<file path="src/rtl/core/sacp_pkg.sv">
// Shared types and constants for the servo angle command parser.
`timescale 1ns / 1ps

package sacp_pkg;

  // Character codes the parser reacts to
  localparam logic [7:0] CHAR_NL    = 8'h0A;
  localparam logic [7:0] CHAR_MINUS = 8'h2D;
  localparam logic [7:0] CHAR_ZERO  = 8'h30;
  localparam logic [7:0] CHAR_NINE  = 8'h39;

  localparam int unsigned MAG_W = 10;
  localparam int unsigned CNT_W = 12;
  localparam int unsigned ANG_W = 7;

  localparam logic [MAG_W-1:0] MAG_SAT   = 10'd1023;
  localparam logic [MAG_W-1:0] ANGLE_MAX = 10'd90;
  localparam logic [CNT_W-1:0] CNT_FIELD_MAX = 12'd4095;

  // Duty word math: ((a+90)*12+400)/20 == (3*(a+90)+100)/5
  localparam logic [7:0]  ANGLE_OFFSET = 8'd90;
  localparam logic [9:0]  DUTY_BIAS    = 10'd100;
  localparam logic [7:0]  DIV5_RECIP   = 8'd205;   // x/5 == (x*205)>>10 for x < 1024
  localparam int unsigned DIV5_SHIFT   = 10;

  localparam int unsigned QUEUE_DEPTH = 4;
  localparam int unsigned QUEUE_AW    = 2;

  // One finished command, handed from front to back
  typedef struct packed {
    logic [ANG_W-1:0] mag;   // magnitude already clamped to 0..90
    logic             neg;
    logic             err;
    logic [CNT_W-1:0] cnt;
  } cmd_t;

endpackage

</file>
<file path="src/rtl/core/servo_angle_command_parser.sv">
// Top level of the servo angle command parser.
`timescale 1ns / 1ps

// Servo angle command parser. Feed the ASCII bytes of a command on the slave
// stream, one byte per transaction, with tlast marking the final byte of a
// write. Digits build a decimal magnitude (saturating at 1023), a '-' as the
// first byte of a command makes it negative, a later '-' is ignored, and any
// other byte except newline sets the error flag. A newline or a tlast byte
// ends the command and produces one result transaction on the master stream:
// the angle clamped to -90..90, the PWM duty word ((angle+90)*12+400)/20 for a
// range of 1024, the byte count (terminator included, saturating at the
// smaller of COUNT_MAX and 4095) and the error flag on tuser. The block takes
// one byte per cycle while the queue has room, and the front end updates its
// accumulator as each byte is taken. Finished commands wait in a four-entry
// queue; each result passes from the queue to the back end's result register
// and appears on the master side from there. The slave side stalls only when
// that queue is full, which happens only while the master side is held off.

module servo_angle_command_parser #(
  parameter int unsigned COUNT_MAX = 4095
) (
  input  logic        clk_i,
  input  logic        rst_ni,
  input  logic        s_axis_tvalid,
  output logic        s_axis_tready,
  input  logic [7:0]  s_axis_tdata,   // [7:0] char_in
  input  logic        s_axis_tlast,   // last_byte
  output logic        m_axis_tvalid,
  input  logic        m_axis_tready,
  output logic [31:0] m_axis_tdata,   // [7:0] angle, [15:8] duty_word,
                                      // [27:16] bytes_used, [31:28] zero
  output logic        m_axis_tuser    // [0] bad_char
);

  logic                       queue_full, queue_push, queue_pop, queue_valid;
  sacp_pkg::cmd_t             push_cmd, head_cmd;
  logic [7:0]                 angle, duty_word;
  logic                       bad_char;
  logic [sacp_pkg::CNT_W-1:0] bytes_used;

  // Classify and accumulate incoming bytes
  sacp_front #(
    .COUNT_MAX(COUNT_MAX)
  ) u_front (
    .clk_i       (clk_i),
    .rst_ni      (rst_ni),
    .byte_valid_i(s_axis_tvalid),
    .char_in_i   (s_axis_tdata),
    .last_byte_i (s_axis_tlast),
    .queue_full_i(queue_full),
    .byte_ready_o(s_axis_tready),
    .push_o      (queue_push),
    .cmd_o       (push_cmd)
  );

  // Decouple front and back so each can stall on its own
  sacp_queue u_queue (
    .clk_i     (clk_i),
    .rst_ni    (rst_ni),
    .push_i    (queue_push),
    .push_cmd_i(push_cmd),
    .pop_i     (queue_pop),
    .full_o    (queue_full),
    .valid_o   (queue_valid),
    .head_o    (head_cmd)
  );

  // Compute angle and duty word, hold the result until taken
  sacp_back u_back (
    .clk_i       (clk_i),
    .rst_ni      (rst_ni),
    .cmd_valid_i (queue_valid),
    .cmd_i       (head_cmd),
    .pop_o       (queue_pop),
    .res_valid_o (m_axis_tvalid),
    .res_ready_i (m_axis_tready),
    .angle_o     (angle),
    .duty_word_o (duty_word),
    .bad_char_o  (bad_char),
    .bytes_used_o(bytes_used)
  );

  assign m_axis_tdata = {4'd0, bytes_used, duty_word, angle};
  assign m_axis_tuser = bad_char;

endmodule

</file>
<file path="src/rtl/core/sacp_front.sv">
// Front end: accumulates the bytes of a command and posts the finished command.
`timescale 1ns / 1ps

module sacp_front #(
  parameter int unsigned COUNT_MAX = 4095
) (
  input  logic                clk_i,
  input  logic                rst_ni,
  input  logic                byte_valid_i,
  input  logic [7:0]          char_in_i,
  input  logic                last_byte_i,
  input  logic                queue_full_i,
  output logic                byte_ready_o,
  output logic                push_o,
  output sacp_pkg::cmd_t      cmd_o
);

  localparam logic [sacp_pkg::CNT_W-1:0] CntLimit =
    (COUNT_MAX < 4095) ? sacp_pkg::CNT_W'(COUNT_MAX) : sacp_pkg::CNT_FIELD_MAX;

  logic [sacp_pkg::MAG_W-1:0] mag_q, mag_d, mag_upd;
  logic                       neg_q, neg_d, neg_upd;
  logic                       err_q, err_d, err_upd;
  logic [sacp_pkg::CNT_W-1:0] cnt_q, cnt_d, cnt_upd;
  logic [13:0]                prod;
  logic                       is_digit, is_nl, is_minus, term, accept;

  assign byte_ready_o = !queue_full_i;
  assign accept       = byte_valid_i && byte_ready_o;

  assign is_digit = (char_in_i >= sacp_pkg::CHAR_ZERO) && (char_in_i <= sacp_pkg::CHAR_NINE);
  assign is_nl    = (char_in_i == sacp_pkg::CHAR_NL);
  assign is_minus = (char_in_i == sacp_pkg::CHAR_MINUS);
  assign term     = is_nl || last_byte_i;

  // mag*10 + digit, saturate at the accumulator limit
  assign prod = {1'b0, mag_q, 3'b000} + {3'b000, mag_q, 1'b0}
              + {10'd0, char_in_i[3:0]};

  always_comb begin
    mag_upd = mag_q;
    neg_upd = neg_q;
    err_upd = err_q;
    if (is_digit) begin
      mag_upd = (prod > {4'd0, sacp_pkg::MAG_SAT}) ? sacp_pkg::MAG_SAT : prod[9:0];
    end else if (is_minus) begin
      if (cnt_q == '0) begin
        neg_upd = 1'b1;
      end
    end else if (!is_nl) begin
      err_upd = 1'b1;
    end
    cnt_upd = (cnt_q < CntLimit) ? cnt_q + 1'b1 : cnt_q;
  end

  always_comb begin
    mag_d = mag_q;
    neg_d = neg_q;
    err_d = err_q;
    cnt_d = cnt_q;
    if (accept) begin
      if (term) begin
        mag_d = '0;
        neg_d = 1'b0;
        err_d = 1'b0;
        cnt_d = '0;
      end else begin
        mag_d = mag_upd;
        neg_d = neg_upd;
        err_d = err_upd;
        cnt_d = cnt_upd;
      end
    end
  end

  assign push_o    = accept && term;
  assign cmd_o.mag = (mag_upd > sacp_pkg::ANGLE_MAX) ? sacp_pkg::ANGLE_MAX[6:0]
                                                     : mag_upd[6:0];
  assign cmd_o.neg = neg_upd;
  assign cmd_o.err = err_upd;
  assign cmd_o.cnt = cnt_upd;

  always_ff @(posedge clk_i or negedge rst_ni) begin
    if (!rst_ni) begin
      mag_q <= '0;
      neg_q <= 1'b0;
      err_q <= 1'b0;
      cnt_q <= '0;
    end else begin
      mag_q <= mag_d;
      neg_q <= neg_d;
      err_q <= err_d;
      cnt_q <= cnt_d;
    end
  end

endmodule

</file>
<file path="src/rtl/core/sacp_queue.sv">
// Short queue of finished commands between front and back.
`timescale 1ns / 1ps

module sacp_queue (
  input  logic           clk_i,
  input  logic           rst_ni,
  input  logic           push_i,
  input  sacp_pkg::cmd_t push_cmd_i,
  input  logic           pop_i,
  output logic           full_o,
  output logic           valid_o,
  output sacp_pkg::cmd_t head_o
);

  sacp_pkg::cmd_t mem [sacp_pkg::QUEUE_DEPTH];

  logic [sacp_pkg::QUEUE_AW-1:0] wr_q, wr_d, rd_q, rd_d;
  logic [sacp_pkg::QUEUE_AW:0]   fill_q, fill_d;
  logic                          do_push, do_pop;

  assign full_o  = (fill_q == (sacp_pkg::QUEUE_AW+1)'(sacp_pkg::QUEUE_DEPTH));
  assign valid_o = (fill_q != '0);
  assign head_o  = mem[rd_q];

  assign do_push = push_i && !full_o;
  assign do_pop  = pop_i && valid_o;

  always_comb begin
    wr_d   = do_push ? wr_q + 1'b1 : wr_q;
    rd_d   = do_pop  ? rd_q + 1'b1 : rd_q;
    fill_d = fill_q;
    if (do_push && !do_pop) begin
      fill_d = fill_q + 1'b1;
    end else if (do_pop && !do_push) begin
      fill_d = fill_q - 1'b1;
    end
  end

  always_ff @(posedge clk_i) begin
    if (do_push) begin
      mem[wr_q] <= push_cmd_i;
    end
  end

  always_ff @(posedge clk_i or negedge rst_ni) begin
    if (!rst_ni) begin
      wr_q   <= '0;
      rd_q   <= '0;
      fill_q <= '0;
    end else begin
      wr_q   <= wr_d;
      rd_q   <= rd_d;
      fill_q <= fill_d;
    end
  end

endmodule

</file>
<file path="src/rtl/core/sacp_back.sv">
// Back end: turns a finished command into angle and duty word, holds the result.
`timescale 1ns / 1ps

module sacp_back (
  input  logic                       clk_i,
  input  logic                       rst_ni,
  input  logic                       cmd_valid_i,
  input  sacp_pkg::cmd_t             cmd_i,
  output logic                       pop_o,
  output logic                       res_valid_o,
  input  logic                       res_ready_i,
  output logic [7:0]                 angle_o,
  output logic [7:0]                 duty_word_o,
  output logic                       bad_char_o,
  output logic [sacp_pkg::CNT_W-1:0] bytes_used_o
);

  logic                       valid_q, valid_d;
  logic [7:0]                 angle_q, angle_d;
  logic [7:0]                 duty_q, duty_d;
  logic                       bad_q;
  logic [sacp_pkg::CNT_W-1:0] cnt_q;
  logic [7:0]                 shifted;
  logic [9:0]                 scaled;
  logic [17:0]                recip_prod;

  assign pop_o = cmd_valid_i && (!valid_q || res_ready_i);

  always_comb begin
    angle_d = cmd_i.neg ? 8'(-{1'b0, cmd_i.mag}) : {1'b0, cmd_i.mag};
    shifted = cmd_i.neg ? sacp_pkg::ANGLE_OFFSET - {1'b0, cmd_i.mag}
                        : sacp_pkg::ANGLE_OFFSET + {1'b0, cmd_i.mag};
    // 3x + 100, then divide by five through the reciprocal
    scaled     = {1'b0, shifted, 1'b0} + {2'b00, shifted} + sacp_pkg::DUTY_BIAS;
    recip_prod = scaled * sacp_pkg::DIV5_RECIP;
    duty_d     = recip_prod[sacp_pkg::DIV5_SHIFT +: 8];
  end

  always_comb begin
    valid_d = valid_q;
    if (pop_o) begin
      valid_d = 1'b1;
    end else if (res_ready_i) begin
      valid_d = 1'b0;
    end
  end

  always_ff @(posedge clk_i) begin
    if (pop_o) begin
      angle_q <= angle_d;
      duty_q  <= duty_d;
      bad_q   <= cmd_i.err;
      cnt_q   <= cmd_i.cnt;
    end
  end

  always_ff @(posedge clk_i or negedge rst_ni) begin
    if (!rst_ni) begin
      valid_q <= 1'b0;
    end else begin
      valid_q <= valid_d;
    end
  end

  assign res_valid_o  = valid_q;
  assign angle_o      = angle_q;
  assign duty_word_o  = duty_q;
  assign bad_char_o   = bad_q;
  assign bytes_used_o = cnt_q;

endmodule
</file>
<file path="config.mk">
export PLATFORM = sky130hd
export DESIGN_NAME = servo_angle_command_parser
export DESIGN_NICKNAME = d
export VERILOG_FILES = /design/src/rtl/core/sacp_pkg.sv /design/src/rtl/core/servo_angle_command_parser.sv /design/src/rtl/core/sacp_front.sv /design/src/rtl/core/sacp_queue.sv /design/src/rtl/core/sacp_back.sv
export SDC_FILE = /design/constraint.sdc
export NUM_CORES = 1
export LEC_CHECK = 0
export ABC_CLOCK_PERIOD_IN_PS = 11700
export BUFFER_PORTS_ARGS = -buffer_cell sky130_fd_sc_hd__buf_2
export CORE_AREA = 2 2 188 190
export CTS_CLUSTER_SIZE = 12
export DETAILED_ROUTE_END_ITERATION = 12
export DIE_AREA = 0 0 190 192
export PLACE_DENSITY = 0.41
export SYNTH_ARGS = -nofsm -noshare
export SYNTH_HDL_FRONTEND = slang
export SYNTH_SLANG_ARGS = --single-unit
</file>
<file path="constraint.sdc">
create_clock -name clk_i -period 11.7 [get_ports clk_i]
set_input_delay 3.51 -clock clk_i [delete_from_list [all_inputs] [get_ports clk_i]]
set_output_delay 3.51 -clock clk_i [all_outputs]
set_load 0.02 [all_outputs]
</file>
== Word-level counts from Yosys, hierarchy flattened ==
Memories as Yosys holds them, arrays and structs flattened.
Index checks and enable logic that the tools add are counted.
Widths: inputs -> output; s select.
Word-level totals
  memories: 1
  bits of input ports: 13
  RAM bits: 84
  logic and storage cells: 75
  output and inout port bits: 35
  register bits after elaboration: 61
Operators by class
  reductions and logical operators: 18
  equal/unequal tests: 3
  muxes and demuxes: 22
  multiply operators: 1
  add/sub/neg operators: 12
  $lt $le $gt $ge: 5
Memory list
  u_queue.mem: words 4, width 21, rd ports 1, clocked after memory_dff 0, wr ports 1, line sacp_queue.sv:15  | sacp_pkg::cmd_t mem [sacp_pkg::QUEUE_DEPTH];
Operators by type and width (count)
  $mux 10: 3
  $mux 12: 2
  $mul 10x8->18 const B: 1
  $add 13x11->14: 1
  $add 14x4->14: 1
  $gt 14x10->1 const B: 1
  $mux 7: 2
  $add 12x1->12 const B: 1
  $logic_not 12->1: 1
  $lt 12x12->1 const B: 1
  $mux 1: 12
  $add 10x7->10 const B: 1
  $add 9x8->10: 1
  $gt 10x7->1 const B: 1
  $add 7x7->8 const A: 1
  $eq 8x4->1 const B: 1
  $eq 8x6->1 const B: 1
  $ge 8x6->1 const B: 1
  $le 8x6->1 const B: 1
  $logic_and 1x1->1: 8
  $mux 8: 1
  $neg 7->8: 1
  $sub 7x7->8 const A: 1
  $mux 3: 2
  8 further kinds: 14

== Depth between registers and ports, before layout ==
Gate-level depths: netlist of the first run.
  depth in word-level cells: 9
  depth in mapped cells: 33
  gate-level depth less buffers: 33

== By module ==
Synthesis of the first run repeated with hierarchy kept, for this count alone.
Second synthesis, totals
  cell total of the unflattened synthesis: 715
  area, all modules: 8944.8 µm²
Modules (own cells, without submodules)
  sacp_queue: seq. area each 2697.6 µm², area an instance 3479.6 µm², instances 1, cells each 145
  sacp_back: seq. area each 895.9 µm², area an instance 3148.0 µm², instances 1, cells each 296
  sacp_front: seq. area each 600.6 µm², area an instance 2283.4 µm², instances 1, cells each 269
  servo_angle_command_parser: seq. area each 0.0 µm², area an instance 33.8 µm², instances 1, cells each 5

== Worst setup path after synthesis of the first run ==
OpenSTA, ideal clock, no wires.
  path type: flip-flop to flip-flop
  start point: register u_queue.rd_q[0] (netlist bit)
  end point: register u_back.duty_q[7] (netlist: u_back.duty_word_o[7]), data pin
  library setup time: 265 ps
  arrival: 6855 ps
  required time: 11435 ps
  clock period less this slack: 7120 ps
  setup slack: 4580 ps
  cell stages (with the launch flop): 33
  path buffers: 2
  cells stage by stage: dfrtp_1 buf_4 buf_2 mux4_2 ha_1 xnor2_1 a21oi_1 inv_1 ha_1 inv_1 ha_1 inv_1 fa_1 inv_1 a21oi_1 o21bai_1 xor2_1 ha_1 inv_1 fa_1 inv_1 fa_1 inv_1 fa_1 inv_1 ha_1 a21o_1 a21oi_1 o221ai_1 o21ai_2 o21ai_2 a2111oi_2 nor3_1
On the way
  longest elaborated chain between the ends: 6
  elaborated cells between the ends (all ways): 7
  those cells by class: add/sub: 4; mul: 1; mux: 1; memory: 1
RTL lines
  from (decl): line sacp_queue.sv:17  | logic [sacp_pkg::QUEUE_AW-1:0] wr_q, wr_d, rd_q, rd_d;
  from (signal assigned): line sacp_queue.sv:52  | rd_q <= rd_d;
  $mem_v2 4x21 *
  $add 7x7->8 / $sub 7x7->8 (equally long branches): line sacp_back.sv:32, sacp_back.sv:31
  $mux 8 *: line sacp_back.sv:31  | shifted = cmd_i.neg ? sacp_pkg::ANGLE_OFFSET - {1'b0, cmd_i.mag}
  $add 9x8->10 *: line sacp_back.sv:34  | scaled = {1'b0, shifted, 1'b0} + {2'b00, shifted} + sacp_pkg::DUTY_BIAS;
  $add 10x7->10 *: line sacp_back.sv:34
  $mul 10x8->18 *: line sacp_back.sv:35  | recip_prod = scaled * sacp_pkg::DIV5_RECIP;
  net u_back.recip_prod[17]: line sacp_back.sv:25  | logic [17:0] recip_prod;
  to (signal assigned): line sacp_back.sv:51  | duty_q <= duty_d;
  to (decl): line sacp_back.sv:20  | logic [7:0] duty_q, duty_d;
The timed path passes the listed nets; every way through them passes the cells marked *.
A chain may end at the register's enable or synchronous reset.

==> results.toml, run 1 <==
[floorplanning]
die-area_um2 = 36500
std_cell_rows = 68
chipHeight_um = 192
start_util_pct = 24.9
pin_count = 48
core_um2 = 34300
dieWidth_um = 190

[critical_path]
arrival_ps = 7990
critical_path_class = "flop to flop"
r2r_slack_ps = 3880
slowest_stage = "dfrtp_1"
cp-start-kind = "flop"
crit_required_ps = 11870
cpMostUsedCell = "inv_1"
path_buf_inv = 10
worstRegToRegCells = 33
timing.rr.start = "u_queue.rd_q[1]"
crit_family = "adder cells"
crit_path_end_kind = "flop"
slowest_delay_ps = 570
r2r_end = "u_back.duty_word_o[7]"
cp_max_fo = 15

[clock_tree]
cts_tree = "done"
cts_buffers = 17
post_cts_resized = 0
clock_latency_ps = 430
clk_pin_slew_ps = 70
ctsHoldBuffers = 0
clock_sinks = 145
htree_num_levels = 4
postCtsSetupBuffers = 0
root_buffer = "clkbuf_16"
clockBufferDepth = 2

[placed_design]
io_buffers = 43
gp_congestion = 0.763
dp_hpwl_um = 13600

[cells_and_area]
drive_above_1_share_pct = 16.4
area_growth_syn_to_layout_pct = 15.8
fill_cells = 3492
nets = 845
antenna_cells = 0

[logic_synthesis]
synth.most_common_cell = "edfxtp_1"
async_flop_share_pct = 22.1
ys_ff_latch = 145
yosysUniqueCellTypes = 63
ys_top_cells_by_count = "edfxtp_1, ha_1, inv_1, nand2_1"
yosys-top-cells-area = "edfxtp_1, ha_1, dfrtp_1"
seq_area_frac_synth_pct = 49.1
yosysTopAreaCellShare_pct = 39.7
yosysTopAreaCell = "edfxtp_1"
ys.flop_type = "edfxtp_1"
yosys_warnings = 0
synthCells = 672
netlist_area_um2 = 8540
synth-edff-count = 113
synth_area_per_cell_um2 = 12.7

[sta]
rsz0062_at_grt = "false"
setup_violations = 0
finalCriticalPeriod_ps = 7820
timing.final.crit_share_pct = 66.8
hold_violations = 0
relSlewSlack_pct = 43.0
tightest_slew_ps = 853
tns_ps = 0
max_freq_mhz = 128
slew_violations = 0
finalClockSkew_ps = 12.9

[drt]
num_vias = 5126
detail-route-antenna-nets = 0
drt-initial-drc-count = 241
routed_wl_um = 18800
drc = 0
firstDrtPassIters = 4
wire_per_inst_um = 15.7
viasPerCell = 4.30

[hold_path]
min_path_type = "flop to flop"
hold_depth = 1
whs_endpoint = "u_queue.fill_q[2]"
hold_start = "u_queue.fill_q[2]"

[global_routing]
grt_first_pass_wirelength_um = 30900
track_usage_pct = 11.0
grt_overflow = 0
grt_max_degree = 33
grt_pass1_vias = 5534
antenna_found_initial = 0

[job]
drv_cap = 0

[outcome]
status = "finished clean"
==> worst reg2reg max path: cells and delay by family (launching register included) <==
family / cells / cell delay, ps
AO/OA/AOI/OAI: 10 / 1900
XOR/XNOR: 2 / 560
adder cells (fa/ha/maj): 9 / 3180
buffers and inverters: 10 / 920
flip-flops: 1 / 570
multiplexers: 1 / 340
AND/OR/NAND/NOR: 1 / 90
==> worst max path at each step <==
stage | from | end | slack, ps | cells past startpoint
final | u_queue.rd_q[1] | u_back.duty_word_o[7] | 3880 | 33
after global routing | u_queue.rd_q[1] | u_back.duty_word_o[7] | 3250 | 33
after floorplan | u_queue.rd_q[0] | u_back.duty_word_o[7] | 4580 | 32
after CTS | u_queue.rd_q[1] | u_back.duty_word_o[7] | 3830 | 33
after global placement | u_queue.rd_q[1] | u_back.duty_word_o[7] | 3980 | 33
after detailed placement | u_queue.rd_q[1] | u_back.duty_word_o[7] | 3850 | 33
==> cell type report <==
cell class	instances	area [um2]	share of cell area, %
clock buffer	17	425	4.30
clock inverter	15	163	1.64
inverter	67	251	2.54
multi-input combinational	443	4020	40.6
sequential	145	4190	42.4
tap	455	569	5.76
timing repair buffer	50	268	2.71
==> layout by cell type, fill, tap and decap left out, types with 3 or more instances in the layout <==
| cell type | n |
|---|---|
| nor3_1 | 10 |
| xor2_1 | 20 |
| and2_1 | 10 |
| a221o_1 | 10 |
| nand2_1 | 38 |
| o21ai_0 | 16 |
| fa_1 | 19 |
| inv_8 | 5 |
| nor2b_1 | 10 |
| nor2_1 | 32 |
| inv_6 | 3 |
| o21ai_1 | 7 |
| o31ai_1 | 5 |
| o21bai_1 | 5 |
| buf_2 | 43 |
| nand4_1 | 6 |
| clkinv_8 | 3 |
| a22o_1 | 10 |
| mux4_2 | 20 |
| a21oi_1 | 25 |
| xnor2_1 | 31 |
| nand2b_1 | 4 |
| edfxtp_1 | 113 |
| clkinvlp_4 | 3 |
| ha_1 | 89 |
| inv_1 | 66 |
| clkbuf_16 | 17 |
| dfrtp_1 | 32 |
| o21a_1 | 3 |
| a21o_1 | 12 |
| nand3_1 | 9 |
| conb_1 | 4 |
| buf_4 | 7 |
| and3_1 | 6 |
==> cells by family after synthesis <==
| kind of cell | synth area share (%) |
|---|---|
| compound gates | 10.1 |
| xor+xnor | 5.42 |
| fa+ha+maj | 17.5 |
| buf+inv | 4.09 |
| flops | 49.1 |
| mux | 5.82 |
| other cells | 0.0439 |
| simple gates | 7.96 |
==> through the flow <==
step	hold slack (ps)	area, um2	util (%)	instances	worst slack (ps)
2_1_floorplan	464	8550	-	675	4580
3_3_place_gp	497	9300	27.1	1160	3980
3_5_place_dp	501	9300	27.1	1160	3850
4_1_cts	514	9890	28.8	1192	3830
5_1_grt	531	9890	28.8	1192	3250
6_report	506	9890	28.8	1192	3880
==> sequential cells by signal, indices dropped and copies added, names as in the netlist <==
signal               count
u_queue.mem             84
u_back.duty_word_o       8
u_back.res_valid_o       1
u_front.cnt_q           12
u_back.bad_char_o        1
u_back.bytes_used_o     12
u_queue.rd_q             2
u_front.mag_q           10
u_back.angle_o           8
u_queue.wr_q             2
u_front.err_q            1
u_front.neg_q            1
u_queue.fill_q           3
==> metal layers <==
layer	GRT usage [%]	vias to the layer above	share of wire [%]
li1	-	2553	-
met1	14.4	2500	48
met2	18.7	60	49
met3	2.21	13	2.5
met4	2.68	0	0.89
met5	0	-	0
Power of run 1 is not shown: default switching activity piles up to over one toggle a cycle in this logic, so the estimate is an artifact.
==> inputs of run 2 (changes only) <==
--- a/config.mk
+++ b/config.mk
@@ -5,7 +5,7 @@
 export SDC_FILE = /design/constraint.sdc
 export NUM_CORES = 1
 export LEC_CHECK = 0
-export ABC_CLOCK_PERIOD_IN_PS = 11700
+export ABC_CLOCK_PERIOD_IN_PS = 7270
 export BUFFER_PORTS_ARGS = -buffer_cell sky130_fd_sc_hd__buf_2
 export CORE_AREA = 2 2 188 190
 export CTS_CLUSTER_SIZE = 12
==> constraint.sdc (replaced) <==
create_clock -name clk_i -period 7.27 [get_ports clk_i]
set_input_delay 2.181 -clock clk_i [delete_from_list [all_inputs] [get_ports clk_i]]
set_output_delay 2.181 -clock clk_i [all_outputs]
set_load 0.02 [all_outputs]
==> run 2 against run 1 <==
  * Core utilization grew 0.69 points
  * Critical path type unchanged
  * Sequential share of layout area down 0.97 points
  * Global-route usage barely moved
  * Highest routed layer unchanged
==> results.toml, run 2 (synthesized netlist as in run 1, its figures left out) <==
[cells_and_area]
multi_input_area_um2 = 4080
top_register = "u_queue.mem"
drive_above_1_share_pct = 20.0
largest_reg_flops = 84
area_growth_syn_to_layout_pct = 18.6
final_cells = 1209
final_cell_area_um2 = 10100
fill_cells = 3491
final_cell_mix = "edfxtp_1, ha_1, inv_1"
final_common_cell = "edfxtp_1"
nets = 862
register_area_um2 = 4200
antenna_cells = 0

[placed_design]
io_buffers = 43
dp_hpwl_um = 13900
placed_area_um2 = 9400
pre_cts_ws_ps = 154
gp_congestion = 0.760
dp.cells = 1173

[drt]
num_vias = 5219
viasPerCell = 4.32
detail-route-antenna-nets = 0
routed_wl_um = 19100
wire_per_inst_um = 15.8
drt-initial-drc-count = 283
drc = 0
firstDrtPassIters = 6

[clock_tree]
clock_latency_ps = 430
ctsHoldBuffers = 0
cts_buffers = 17
htree_num_levels = 4
root_buffer = "clkbuf_16"
clockBufferDepth = 2
cts_tree = "done"
clk_pin_slew_ps = 70
clock_sinks = 145

[floorplanning]
core_um2 = 34300
dieWidth_um = 190
die-area_um2 = 36500
chipHeight_um = 192
pin_count = 48
start_util_pct = 24.9
std_cell_rows = 68

[sta]
relSlewSlack_pct = 40.8
max_freq_mhz = 146
rsz0062_at_grt = "true"
finalCriticalPeriod_ps = 6840
tns_ps = 0
slew_violations = 0
timing.final.crit_share_pct = 94.1
hold_violations = 0
tightest_slew_ps = 888
finalClockSkew_ps = 15.4
setup_violations = 0
fin_ws_ps = 430

[critical_path]
cpMostUsedCell = "inv_1"
slowest_delay_ps = 590
timing.rr.start = "u_queue.rd_q[0]"
cp_max_fo = 5
cp-start-kind = "flop"
arrival_ps = 7010
worstRegToRegCells = 30
crit_path_end_kind = "flop"
critical_path_class = "flop to flop"
r2r_slack_ps = 430
slowest_stage = "mux4_2"
r2r_end = "u_back.duty_word_o[7]"
crit_required_ps = 7440

[hold_path]
hold_start = "u_queue.fill_q[2]"
hold_depth = 1
min_path_type = "flop to flop"
whs_endpoint = "u_queue.fill_q[2]"

[global_routing]
grt_max_degree = 33
track_usage_pct = 11.0
grt_pass1_vias = 5531
grt_first_pass_wirelength_um = 30500
grt_overflow = 0
antenna_found_initial = 0

[outcome]
status = "finished clean"

[job]
drv_cap = 0
[run 2: cell types whose count changed in the layout (fill, tap and decap cells not counted), sizes merged]
cell	change
clkinvlp	-2
buf	+17
bufinv	+1
inv	-2
clkbuf	+4
clkinv	-1
[run 2: worst max-delay path by stage]
stage	from	end	slack (ps)	cells past startpoint
global placement	u_queue.rd_q[0]	u_back.duty_word_o[7]	230	30
detailed placement	u_queue.rd_q[0]	u_back.duty_word_o[7]	150	30
CTS	u_queue.rd_q[0]	u_back.duty_word_o[7]	130	30
finish	u_queue.rd_q[0]	u_back.duty_word_o[7]	430	30
floorplan	u_queue.rd_q[0]	u_back.duty_word_o[7]	150	32
global route	u_queue.rd_q[0]	u_back.duty_word_o[7]	-40	30
[run 2: per-layer routing]
metal	GRT usage (%)	routed length [um]	vias to the layer above
li1	-	-	2584
met1	14.5	9220	2569
met2	18.6	9270	58
met3	1.85	386	8
met4	3.22	189	0
met5	0	0	-
[run 2: stage by stage]
step / util (%) / hold WS, ps
2_1_floorplan: - / 464
3_3_place_gp: 27.4 / 491
3_5_place_dp: 27.4 / 489
4_1_cts: 29.2 / 500
5_1_grt: 29.5 / 527
6_report: 29.5 / 500
[run 2: area by class of cell]
cell class / count / area share [%]
Tap cell: 455 / 5.62
Clock inverter: 11 / 1.06
Sequential cell: 145 / 41.4
Inverter: 67 / 2.48
Multi-Input combinational cell: 443 / 40.2
Timing Repair Buffer: 67 / 4.07
Clock buffer: 21 / 5.08
[run 2: worst max-delay path: cells and delay by family, from the launching register on]
kind | cells | cell delay (ps)
muxes | 1 | 590
xor gates and xnor gates | 2 | 280
and+or+nand+nor | 4 | 710
buffers and inverters | 8 | 430
adders and majority gates | 9 | 3220
DFF | 1 | 410
AOI/OAI and AO/OA | 6 | 930
[run 2: what timing repair did]
action,in CTS,in global routing
gates resized for setup,0,15
setup buffers,0,4
endpoints found under the setup margin,0,5
Power of run 2 is left out for the same reason.
==> inputs of run 3 (changes only) <==
--- a/config.mk
+++ b/config.mk
@@ -6,7 +6,8 @@
 export NUM_CORES = 1
 export LEC_CHECK = 0
 export ABC_CLOCK_PERIOD_IN_PS = 7270
-export BUFFER_PORTS_ARGS = -buffer_cell sky130_fd_sc_hd__buf_2
+export BUFFER_PORTS_ARGS = -buffer_cell sky130_fd_sc_hd__buf_4
+export CAP_MARGIN = 30
 export CORE_AREA = 2 2 188 190
 export CTS_CLUSTER_SIZE = 12
 export DETAILED_ROUTE_END_ITERATION = 12
==> run 3 against run 2 <==
  * Non-clock buffer count rose by 1
  * Sequential share of layout area fell by 0.49 points
  * Worst setup slack got worse by 32 ps
  * Clock-buffer cell count fell by 4
  * Register-to-register slack got worse by 30 ps
  * Clock skew fell by 1.7 ps
  * Flip-flop and latch count did not move
  * Critical path depth did not move
  * First-iteration DRC count fell by 1.8%
  * Final cell count barely moved
  * Worst hold slack improved by 3.7 ps
  * Critical path type unchanged
  * Largest cell class unchanged
  * Highest routed layer unchanged
==> results.toml, run 3 (synthesized netlist as in run 1, its figures left out) <==
[critical_path]
crit_family = "adder cells"
path_buf_inv = 8
crit_path_end_kind = "flop"
arrival_ps = 7040
cp_max_fo = 5
cp-start-kind = "flop"
cpMostUsedCell = "inv_1"
crit_required_ps = 7440
critical_path_class = "flop to flop"
slowest_stage = "mux4_2"
slowest_delay_ps = 590

[sta]
slew_violations = 0
finalCriticalPeriod_ps = 6870
tns_ps = 0
timing.final.crit_share_pct = 94.5
setup_violations = 0
fin_ws_ps = 398
relSlewSlack_pct = 43.0
tightest_slew_ps = 853
finalClockSkew_ps = 13.7
hold_violations = 0
max_freq_mhz = 146

[placed_design]
pre_cts_ws_ps = -52.8
gp_congestion = 0.738
placed_area_um2 = 9510
io_buffers = 43
dp_hpwl_um = 13700

[floorplanning]
die-area_um2 = 36500
start_util_pct = 24.9
std_cell_rows = 68
pin_count = 48
core_um2 = 34300
dieWidth_um = 190
chipHeight_um = 192

[cells_and_area]
final_cell_mix = "edfxtp_1, ha_1, buf_4"
multi_input_area_um2 = 4090
nets = 863
final_cell_area_um2 = 10200
fin_util_pct = 29.9
register_area_um2 = 4200
final_common_cell = "edfxtp_1"
top_register = "u_queue.mem"
area_growth_syn_to_layout_pct = 20.0
fill_cells = 3494
largest_reg_flops = 84
drive_above_1_share_pct = 20.4
antenna_cells = 0

[clock_tree]
cts_tree = "done"
clockBufferDepth = 2
clock_latency_ps = 420
cts_buffers = 17
clk_pin_slew_ps = 80
htree_num_levels = 4
clock_sinks = 145
ctsHoldBuffers = 0
root_buffer = "clkbuf_16"

[drt]
drt-initial-drc-count = 278
firstDrtPassIters = 4
routed_wl_um = 18500
viasPerCell = 4.29
drc = 0
detail-route-antenna-nets = 0
num_vias = 5196
wire_per_inst_um = 15.3

[global_routing]
track_usage_pct = 10.8
grt_pass1_vias = 5525
antenna_found_initial = 0
grt_overflow = 0
grt_first_pass_wirelength_um = 30400
grt_max_degree = 33

[hold_path]
min_path_type = "flop to flop"

[job]
drv_cap = 0

[outcome]
status = "finished clean"
==> run 3: cell types whose count changed in the layout (fill, tap and decap cells not counted), moves of 2 or more <==
cell       previous run  this run
buf_2                43         0
inv_4                 2         0
clkbuf_16            20        17
buf_4                22        67
clkinv_8              0         7
clkinv_4              2         0
inv_8                 0         3
a21oi_2               6         4
==> run 3: stage by stage <==
| step | std cells | hold slack (ps) |
|---|---|---|
| 6_report | 1210 | 504 |
| 5_1_grt | 1210 | 510 |
| 4_1_cts | 1206 | 502 |
| 3_5_place_dp | 1174 | 490 |
| 3_3_place_gp | 1174 | 494 |
| 2_1_floorplan | 675 | 464 |
==> run 3: path summary, 6_finish.rpt <==
path                                   startpoint                     to  slack [ps]  depth (start not counted)
worst max-delay path              u_queue.rd_q[0]  u_back.duty_word_o[7]         400                         30
worst min-delay path            u_queue.fill_q[2]      u_queue.fill_q[2]         500                          1
worst max register to register    u_queue.rd_q[0]  u_back.duty_word_o[7]         400                         30
worst min register to register  u_queue.fill_q[2]      u_queue.fill_q[2]         500                          1
max in group asynchronous                  rst_ni        u_queue.rd_q[1]        5180                          1
min in group asynchronous                  rst_ni       u_front.mag_q[1]        1710                          1
==> run 3: area by class of cell <==
class	instances	area share (%)
flip-flops and latches	145	41.0
repair buffers	68	5.02
multi-input cells	443	39.9
inverters	67	2.45
clock buffers	17	4.15
well taps	455	5.56
clock inverters	15	1.94
==> run 3: per-layer routing <==
layer | vias to the layer above | global-route usage, % | part of all wire (%)
met5 | - | 0 | 0
met4 | 0 | 2.77 | 0.74
met3 | 8 | 1.94 | 3.2
met2 | 65 | 18.7 | 50
met1 | 2540 | 14.0 | 46
li1 | 2583 | - | -
==> run 3: timing repair <==
item / CTS / global route
pin swaps: 0 / 4
setup endpoints to repair: 1 / 6
resized for setup: 3 / 15
buffers inserted: 0 / 4
Power of run 3 is left out for the same reason.
